`config.mk`:
```
export PLATFORM = sky130hd
export DESIGN_NAME = lruc_ctrl
export DESIGN_NICKNAME = d
export VERILOG_FILES = /design/src/sv/lruc_pkg.sv /design/src/sv/lruc_ctrl.sv
export SDC_FILE = /design/constraint.sdc
export NUM_CORES = 1
export LEC_CHECK = 0
export ABC_AREA = 1
export BUFFER_PORTS_ARGS = -buffer_cell sky130_fd_sc_hd__buf_2
export CAP_MARGIN = 10
export CORE_AREA = 2 2 39 41
export CTS_BUF_LIST = sky130_fd_sc_hd__clkbuf_8
export DETAILED_ROUTE_END_ITERATION = 10
export DIE_AREA = 0 0 41 43
export GPL_ROUTABILITY_DRIVEN = 1
export RECOVER_POWER = 25
export SETUP_SLACK_MARGIN = 0.1
export SLEW_MARGIN = 30
export SYNTH_ARGS = -nofsm -noshare
export SYNTH_HDL_FRONTEND = slang
export SYNTH_SLANG_ARGS = --single-unit
```
`constraint.sdc`:
```
create_clock -name clock -period 2.85 [get_ports clock]
set_input_delay 0.7125 -clock clock [delete_from_list [all_inputs] [get_ports clock]]
set_output_delay 0.7125 -clock clock [all_outputs]
set_load 0.005 [all_outputs]
```
`src/sv/lruc_pkg.sv`:
```
// ----------------------------------------------------------------------------
// lruc_pkg
// shared constants, state encoding and controller/datapath link types for
// the two-way lru write-through cache
// ----------------------------------------------------------------------------
package lruc_pkg;

   // geometry
   localparam int NUM_SETS   = 16;
   localparam int LINE_BYTES = 32;
   localparam int MEM_BYTES  = 4096;

   // fixed field widths
   localparam int ADDR_W    = 12;
   localparam int DATA_W    = 8;
   localparam int CNT_W     = 32;
   localparam int PCT_W     = 7;
   localparam int PCT_SCALE = 100;

   // derived widths
   localparam int MEM_AW = $clog2(MEM_BYTES);
   localparam int SET_W  = $clog2(NUM_SETS);
   localparam int OFF_W  = $clog2(LINE_BYTES);
   localparam int TAG_W  = MEM_AW - OFF_W - SET_W;
   localparam int NUM_W  = CNT_W + PCT_W;
   localparam int STEP_W = $clog2(PCT_W);

   // stream payload widths
   localparam int REQ_FIELDS_W = ADDR_W + DATA_W;
   localparam int REQ_TDATA_W  = ((REQ_FIELDS_W + 7) / 8) * 8;
   localparam int RSP_FIELDS_W = 1 + DATA_W + CNT_W + CNT_W + PCT_W;
   localparam int RSP_TDATA_W  = ((RSP_FIELDS_W + 7) / 8) * 8;

   typedef enum logic {
      REQ_READ  = 1'b0,
      REQ_WRITE = 1'b1
   } req_kind_type;

   typedef enum logic [2:0] {
      ST_CLEAR,
      ST_IDLE,
      ST_LOOKUP,
      ST_MUL,
      ST_DIV,
      ST_OUT
   } state_type;

   // controller to datapath
   typedef struct packed {
      logic ready;
      logic accept;
      logic clear_we;
      logic lookup;
      logic mul;
      logic div_step;
      logic load_out;
   } cmd_type;

   // datapath to controller
   typedef struct packed {
      logic clear_last;
      logic out_free;
   } status_type;

endpackage

```
`src/sv/lruc_ctrl.sv`:
```
// ----------------------------------------------------------------------------
// lruc_ctrl
// sequencer: memory clear after reset, then accept, lookup, multiply,
// divide steps and result load for one word at a time
// ----------------------------------------------------------------------------
module lruc_ctrl (
   input  logic                clock,
   input  logic                reset,
   input  logic                req_tvalid,
   input  lruc_pkg::status_type status,
   output lruc_pkg::cmd_type    cmd
);
   import lruc_pkg::*;

   state_type         state_ff;
   state_type         state_in;
   logic [STEP_W-1:0] step_ff;
   logic [STEP_W-1:0] step_in;
   logic              last_step;

   assign last_step = (step_ff == STEP_W'(PCT_W - 1));

   // next state
   always_comb begin
      state_in = state_ff;
      unique case (state_ff)
         ST_CLEAR:  if (status.clear_last) state_in = ST_IDLE;
         ST_IDLE:   if (req_tvalid) state_in = ST_LOOKUP;
         ST_LOOKUP: state_in = ST_MUL;
         ST_MUL:    state_in = ST_DIV;
         ST_DIV:    if (last_step) state_in = ST_OUT;
         ST_OUT:    if (status.out_free) state_in = ST_IDLE;
         default:   state_in = ST_CLEAR;
      endcase
   end

   // outputs
   always_comb begin
      cmd = '0;
      unique case (state_ff)
         ST_CLEAR:  cmd.clear_we = 1'b1;
         ST_IDLE: begin
            cmd.ready  = 1'b1;
            cmd.accept = req_tvalid;
         end
         ST_LOOKUP: cmd.lookup   = 1'b1;
         ST_MUL:    cmd.mul      = 1'b1;
         ST_DIV:    cmd.div_step = 1'b1;
         ST_OUT:    cmd.load_out = status.out_free;
         default:   cmd = '0;
      endcase
   end

   // divide step count
   always_comb begin
      step_in = step_ff;
      if (cmd.mul) begin
         step_in = '0;
      end else if (cmd.div_step) begin
         step_in = step_ff + STEP_W'(1);
      end
   end

   always_ff @(posedge clock) begin
      if (reset) begin
         state_ff <= ST_CLEAR;
         step_ff  <= '0;
      end else begin
         state_ff <= state_in;
         step_ff  <= step_in;
      end
   end

   a_no_accept_in_clear: assert property (@(posedge clock) disable iff (reset)
      (state_ff == ST_CLEAR) |=> !cmd.ready || $past(status.clear_last))
      else $error("word accepted before memory clear finished");

   a_div_len: assert property (@(posedge clock) disable iff (reset)
      (state_ff == ST_OUT && $past(state_ff) == ST_DIV) |-> $past(last_step))
      else $error("divide left before all quotient bits");

   a_load_free: assert property (@(posedge clock) disable iff (reset)
      cmd.load_out |-> status.out_free && !cmd.ready)
      else $error("result loaded into busy output register");

endmodule

```
==> run metrics, run 1 <==
vias per std cell=4.41; clock sinks=6; initial antenna violation count=0; die area=1760 sq um; 1st-iter DRT viols=6; hold crit path type=flip-flop to flip-flop; Worst-Skew Late Latency=0.22 ns; Reg clk slew, reported paths=0.03 ns; Mapped Area=400 sq um; CP startpoint=state_ff[2]; setup bufs post-CTS=0; CTS H-Tree Depth=1; Max Cap Viol=0; Min-Delay Path Depth=2; PostCTS Resize Cnt=0; endpoint class of the critical path=primary output; fmax=517 MHz; Final min period=1.93 ns; most frequent cells in the layout=nand2_1, inv_1, nor2_1, buf_2, dfxtp_1; Detail Route Antenna Nets=0; slowest CP cell=dfxtp_1; vias in the first global route=296; Synth cell types=17; yosys warns=0; VDD IR-drop max=292 uV; Worst Tran Pin Value=0.294 ns; critical-path cell list=inv_1 > nor2_1 > nand2_1 > nor2_1 > buf_2; commonest non-fill, non-tap cell in the layout=nand2_1; status=complete, no violations; Synth-to-Final Area Change=23.1%; via count=410; Num CTS Buffers=3; Finished Layout Cells=93; Setup crit start kind=flip-flop; worst hold start=step_ff[0]; max_slew headroom=80.4%; CP max stage delay=0.48 ns; Util after Layout=35.6%; Placer Congestion=0.648; Placed Cells=90; IO Count=12; Largest delay share family, worst path=flip-flops; Most common cell on crit path=nor2_1; nets=86; reg2reg start=state_ff[2]; largest net degree at the start of global routing=10; Die Span Y=43 um; Fillers=156; IO Port Bufs=11; CTS max path bufs=2; worst-path fanout max=9; Synthesized Nets=72; reg2reg end=state_ff[2]; post-DP HPWL=598 um; hold buffers post-CTS=0; cell count after synthesis=65; grt ovf=0; root buf cell=clkbuf_8; max-slew violation count=0; GR Util All Layers=10.3%; initial core utilization=28.9%; Data arrival, critical path=1.22 ns; sequential fraction of the synthesis area=30.0%; Yosys reg bits=6; Setup Skew=0.00169 ns; Hold Path Sink=step_ff[0]; Pwr Density=943 nW/um^2; unrepaired setup endpoints after global routing=false; Site Rows=14; DRC=0; part of the cycle the worst path needs=67.9%; drt first pass iters=4; DR WL/cell=8.09 um; Hold Vio Cnt, Final=0; Setup TNS=0 ns; layout cell share with drive strength beyond 1=20.8%; Routed WL=752 um; CP Class=flip-flop to primary output; die width=41 um; Antenna Cells=0; Mean Syn Cell Area=6.16 sq um; r2r setup slk=1.64 ns; worst hold slack=0.487 ns; CTS tree=built; core box area=1380 sq um; first-pass GRT wire length=1.15 mm; WP data required=2.14 ns; R2R depth=7; Worst Path Buf+Inv=2; Setup violations, final=0; Pleak=0.283 nW
==> power breakdown <==
| part | internal [mW] | switching (mW) | leakage, nW |
|---|---|---|---|
| Sequential | 0.110 | 0.0383 | 0.0491 |
| Clock | 0.0906 | 0.0353 | 0.0216 |
| Combinational | 0.0793 | 0.111 | 0.213 |
| Total | 0.280 | 0.184 | 0.283 |
==> routing by layer <==
layer	wire length [um]	GRT usage [%]	part of all wire [%]	vias to the layer above
li1	-	-	-	221
met4	20	10.0	2.7	0
met2	318	12.2	42	15
met1	338	12.7	45	170
met3	75	4.71	10	4
met5	0	0	0	-
==> cells in the mapped netlist (all sizes together) <==
cell type / number / share of area (%)
nand2: 15 / 15
inv: 14 / 13
nor2: 13 / 14
dfxtp: 6 / 30
nand3: 5 / 6.2
a21oi: 2 / 2.5
buf: 2 / 4.7
ha: 2 / 6.2
nor3: 2 / 2.5
o21ai: 2 / 2.5
a211oi: 1 / 1.9
nand4: 1 / 1.6
==> worst max path at each step <==
stage	endpoint	slack, ns	cells past startpoint
final	cmd[0]	0.92	5
after CTS	cmd[0]	0.89	5
after global placement	cmd[0]	1.12	4
after detailed placement	cmd[0]	1.12	4
after floorplan	cmd[0]	1.28	2
after global routing	cmd[1]	0.79	4
==> area by class of cell <==
| class | instances | area [sq um] | area share [%] |
|---|---|---|---|
| inverters | 14 | 52.6 | 10.7 |
| well taps | 16 | 20.0 | 4.06 |
| flip-flops and latches | 6 | 120 | 24.4 |
| clock buffers | 3 | 41.3 | 8.38 |
| multi-input cells | 43 | 204 | 41.4 |
| repair buffers | 11 | 55.1 | 11.2 |
==> flip-flops by register name (all words and copies together), names as in the netlist <==
name	count
state_ff	3
step_ff	3
==> tightest hold or removal path, delay by kind of cell, from the launching register on <==
kind / cells / cell delay [ns]
AOI/OAI and AO/OA: 1 / 0.06
DFF: 1 / 0.31
and+or+nand+nor: 1 / 0.06
==> stage by stage <==
step                      instance area (sq um)  setup slack, ns  total power [mW]
after CTS                                   498            0.889             0.482
after global placement                      457             1.12             0.348
final                                       493            0.916             0.465
after detailed placement                    457             1.12             0.352
after floorplan                             400             1.28             0.312
after global routing                        493            0.788             0.518
==> cells by family (layout without fill, tap and decap cells) <==
logic type / after synthesis / after routing / share of synthesized area (%)
flip-flops: 6 / 6 / 30.0
AO/OA/AOI/OAI: 5 / 5 / 6.87
buffers and inverters: 16 / 28 / 17.8
adder cells (fa/ha/maj): 2 / 2 / 6.25
AND/OR/NAND/NOR: 36 / 36 / 39.1
No activity file was read; power rests on OpenSTA's default activity.
==> inputs of run 2 (changes only) <==
--- a/config.mk
+++ b/config.mk
@@ -5,7 +5,7 @@
 export SDC_FILE = /design/constraint.sdc
 export NUM_CORES = 1
 export LEC_CHECK = 0
-export ABC_AREA = 1
+export ABC_AREA = 0
 export BUFFER_PORTS_ARGS = -buffer_cell sky130_fd_sc_hd__buf_2
 export CAP_MARGIN = 10
 export CORE_AREA = 2 2 39 41
==> constraint.sdc (replaced) <==
create_clock -name clock -period 2 [get_ports clock]
set_input_delay 0.5 -clock clock [delete_from_list [all_inputs] [get_ports clock]]
set_output_delay 0.5 -clock clock [all_outputs]
set_load 0.005 [all_outputs]
==> run 2 against run 1 <==
Register-to-register slack got worse by 0.89 ns. Total power is 20% lower. Setup slack lost 0.69 ns. Routed wire length shrank 13%. Largest cell class unchanged. Final cell count down 28%. Sequential share of layout area grew 1.7 points. Utilization down 2.4 points. Die area stayed put. Cell area shrank 6.6%. Clock-buffer cell count did not move. Clock skew up 0.00075 ns. Synthesized cell count is 38% lower.
==> run metrics, run 2 <==
status=complete, no violations; Site Rows=14 (unchanged); commonest non-fill, non-tap cell in the layout=buf_2; DR WL/cell=9.78 um (+21%); vias in the first global route=256 (-14%); initial antenna violation count=0 (unchanged); via count=310 (-24%); root buf cell=clkbuf_8; post-DP HPWL=443 um (-26%); largest net degree at the start of global routing=15 (+5); slowest CP cell=dfxtp_1; ys flop type=dfxtp_1; most instantiated library cell after synthesis=dfxtp_1; VDD IR-drop max=328 uV (+12%); Util after Layout=33.3% (-2.4 points); max_slew headroom=71.9% (-8.5 points); core box area=1380 sq um (unchanged); Detail Route Antenna Nets=0 (unchanged); share of power burned in registers=38.5% (+6.5 points); hold crit path type=input pin to flip-flop; Mapped Area=379 sq um (-5.3%); most frequent cells in the layout=buf_2, dfxtp_1, nor2_1; Switching Fraction=24.0% (-16 points); initial core utilization=27.4% (-1.5 points); number of flops mapped to enable cells by yosys=0 (unchanged); IO Port Bufs=11 (unchanged); PostCTS Resize Cnt=0 (unchanged); setup bufs post-CTS=0 (unchanged); vias per std cell=4.63 (+5.0%); Area contributors post-synth=dfxtp_1, ha_1, buf_6; Setup TNS=0 ns (unchanged); die width=41 um (unchanged); Antenna Cells=0 (unchanged); Die Span Y=43 um (unchanged); die area=1760 sq um (unchanged); hold buffers post-CTS=0 (unchanged); drt first pass iters=2 (-2); fraction of registers with async set/reset=0% (unchanged); nets=60 (-30%); Pwr Density=807 nW/um^2 (-14%); Switching Power=89.2 uW (-52%); Reg clk slew, reported paths=0.04 ns (about the same); Routed WL=655 um (-13%); Hold Vio Cnt, Final=0 (unchanged); unrepaired setup endpoints after global routing=false; Finished Layout Cells=67 (-28%); grt ovf=0 (unchanged); Synth area leader=dfxtp_1; Yosys reg bits=6 (unchanged); Synth top cells by count=dfxtp_1, nor2_1, a21oi_1, nand2_1; Setup Skew=0.00244 ns (+0.000755 ns); first-pass GRT wire length=1.04 mm (-10%); IO Count=12 (unchanged); Max Cap Viol=0 (unchanged); Pleak=0.206 nW (-27%); max-slew violation count=0 (unchanged); Mean Syn Cell Area=9.48 sq um (+54%); biggest regs=state_ff: 3 flops, step_ff: 3 flops; internal power=282 uW (+0.68%); CTS max path bufs=2 (unchanged); Worst Path Buf+Inv=1 (-1); fmax=564 MHz; Setup crit start kind=flip-flop; DRC=0 (unchanged); worst-path fanout max=14 (+5); Synthesized Nets=47 (-35%); Final min period=1.77 ns; CP Class=flip-flop to primary output; Synth-to-Final Area Change=21.5%; CP max stage delay=0.57 ns (+0.09 ns); Placed Cells=64 (-29%); cell count after synthesis=40 (-38%); Worst Tran Pin Value=0.421 ns (+0.127 ns); 1st-iter DRT viols=9 (+3); endpoint class of the critical path=primary output; Worst-Skew Late Latency=0.22 ns (about the same); Synth cell types=22 (+5); Placer Congestion=0.699 (+7.9%); part of the cycle the worst path needs=88.7%; CTS tree=built; Data arrival, critical path=1.27 ns (+0.05 ns); layout cell share with drive strength beyond 1=37.3% (+16 points); critical-path cell list=nor3b_4 > buf_2; Setup violations, final=0 (unchanged); Clock Power Share=49.2% (+22 points); Num CTS Buffers=3 (unchanged); post-synth top area share=31.7% (+1.7 points); Largest delay share family, worst path=flip-flops; sequential fraction of the synthesis area=31.7% (+1.7 points); CTS H-Tree Depth=1 (unchanged); worst hold slack=0.494 ns (+0.00689 ns); WP data required=1.50 ns (-0.64 ns); clock sinks=6 (unchanged); Comb power frac=12.3% (-29 points); GR Util All Layers=8.84% (-1.4 points); yosys warns=0 (unchanged)
run 2: cell families after synthesis:
kind of cell             count (synthesis)  synth area share, %
AND/OR/NAND/NOR                         18                 33.0
AO/OA/AOI/OAI                            6                 11.2
flip-flops                               6                 31.7
buffers and inverters                    5                 9.90
XOR/XNOR                                 2                 4.62
adder cells (fa/ha/maj)                  2                 6.60
multiplexers                             1                 2.97
run 2: area by class of cell:
| type | count | area [sq um] |
|---|---|---|
| Multi-Input combinational cell | 29 | 216 |
| Clock buffer | 3 | 41.3 |
| Sequential cell | 6 | 120 |
| Timing Repair Buffer | 11 | 55.1 |
| Inverter | 2 | 7.51 |
| Fill cell | 151 | 923 |
| Tap cell | 16 | 20.0 |
run 2: per-stage QoR:
| step | power [mW] | instance area, sq um | setup slack (ns) |
|---|---|---|---|
| 3_5_place_dp | 0.192 | 424 | 0.465 |
| 3_3_place_gp | 0.192 | 424 | 0.479 |
| 6_report | 0.372 | 460 | 0.226 |
| 2_1_floorplan | 0.181 | 379 | 0.771 |
| 4_1_cts | 0.377 | 465 | 0.216 |
| 5_1_grt | 0.392 | 460 | 0.139 |
run 2: routing by layer:
| metal | up-vias | global-route usage, % | share of wire, % |
|---|---|---|---|
| met5 | - | 0 | 0 |
| met4 | 0 | 6.00 | 0 |
| met3 | 0 | 3.14 | 5.0 |
| met2 | 6 | 10.9 | 44 |
| met1 | 142 | 12.2 | 51 |
| li1 | 162 | - | - |
run 2: path summary, 6_finish.rpt:
kind | from | end | slack [ns] | depth (start not counted)
setup / recovery | state_ff[2] | cmd[1] | 0.23 | 2
hold / removal | reset | state_ff[2] | 0.49 | 2
setup reg to reg | state_ff[2] | state_ff[0] | 0.75 | 3
hold reg to reg | step_ff[2] | step_ff[2] | 0.52 | 2
run 2: power groups by stage:
| stage | Clock [mW] | Combinational [mW] | Sequential (mW) |
|---|---|---|---|
| floorplan | 0 | 0.0488 | 0.132 |
| global placement | 0 | 0.0476 | 0.144 |
| detailed placement | 0 | 0.0467 | 0.145 |
| CTS | 0.186 | 0.0473 | 0.143 |
| global route | 0.195 | 0.0511 | 0.146 |
| finish | 0.183 | 0.0458 | 0.143 |
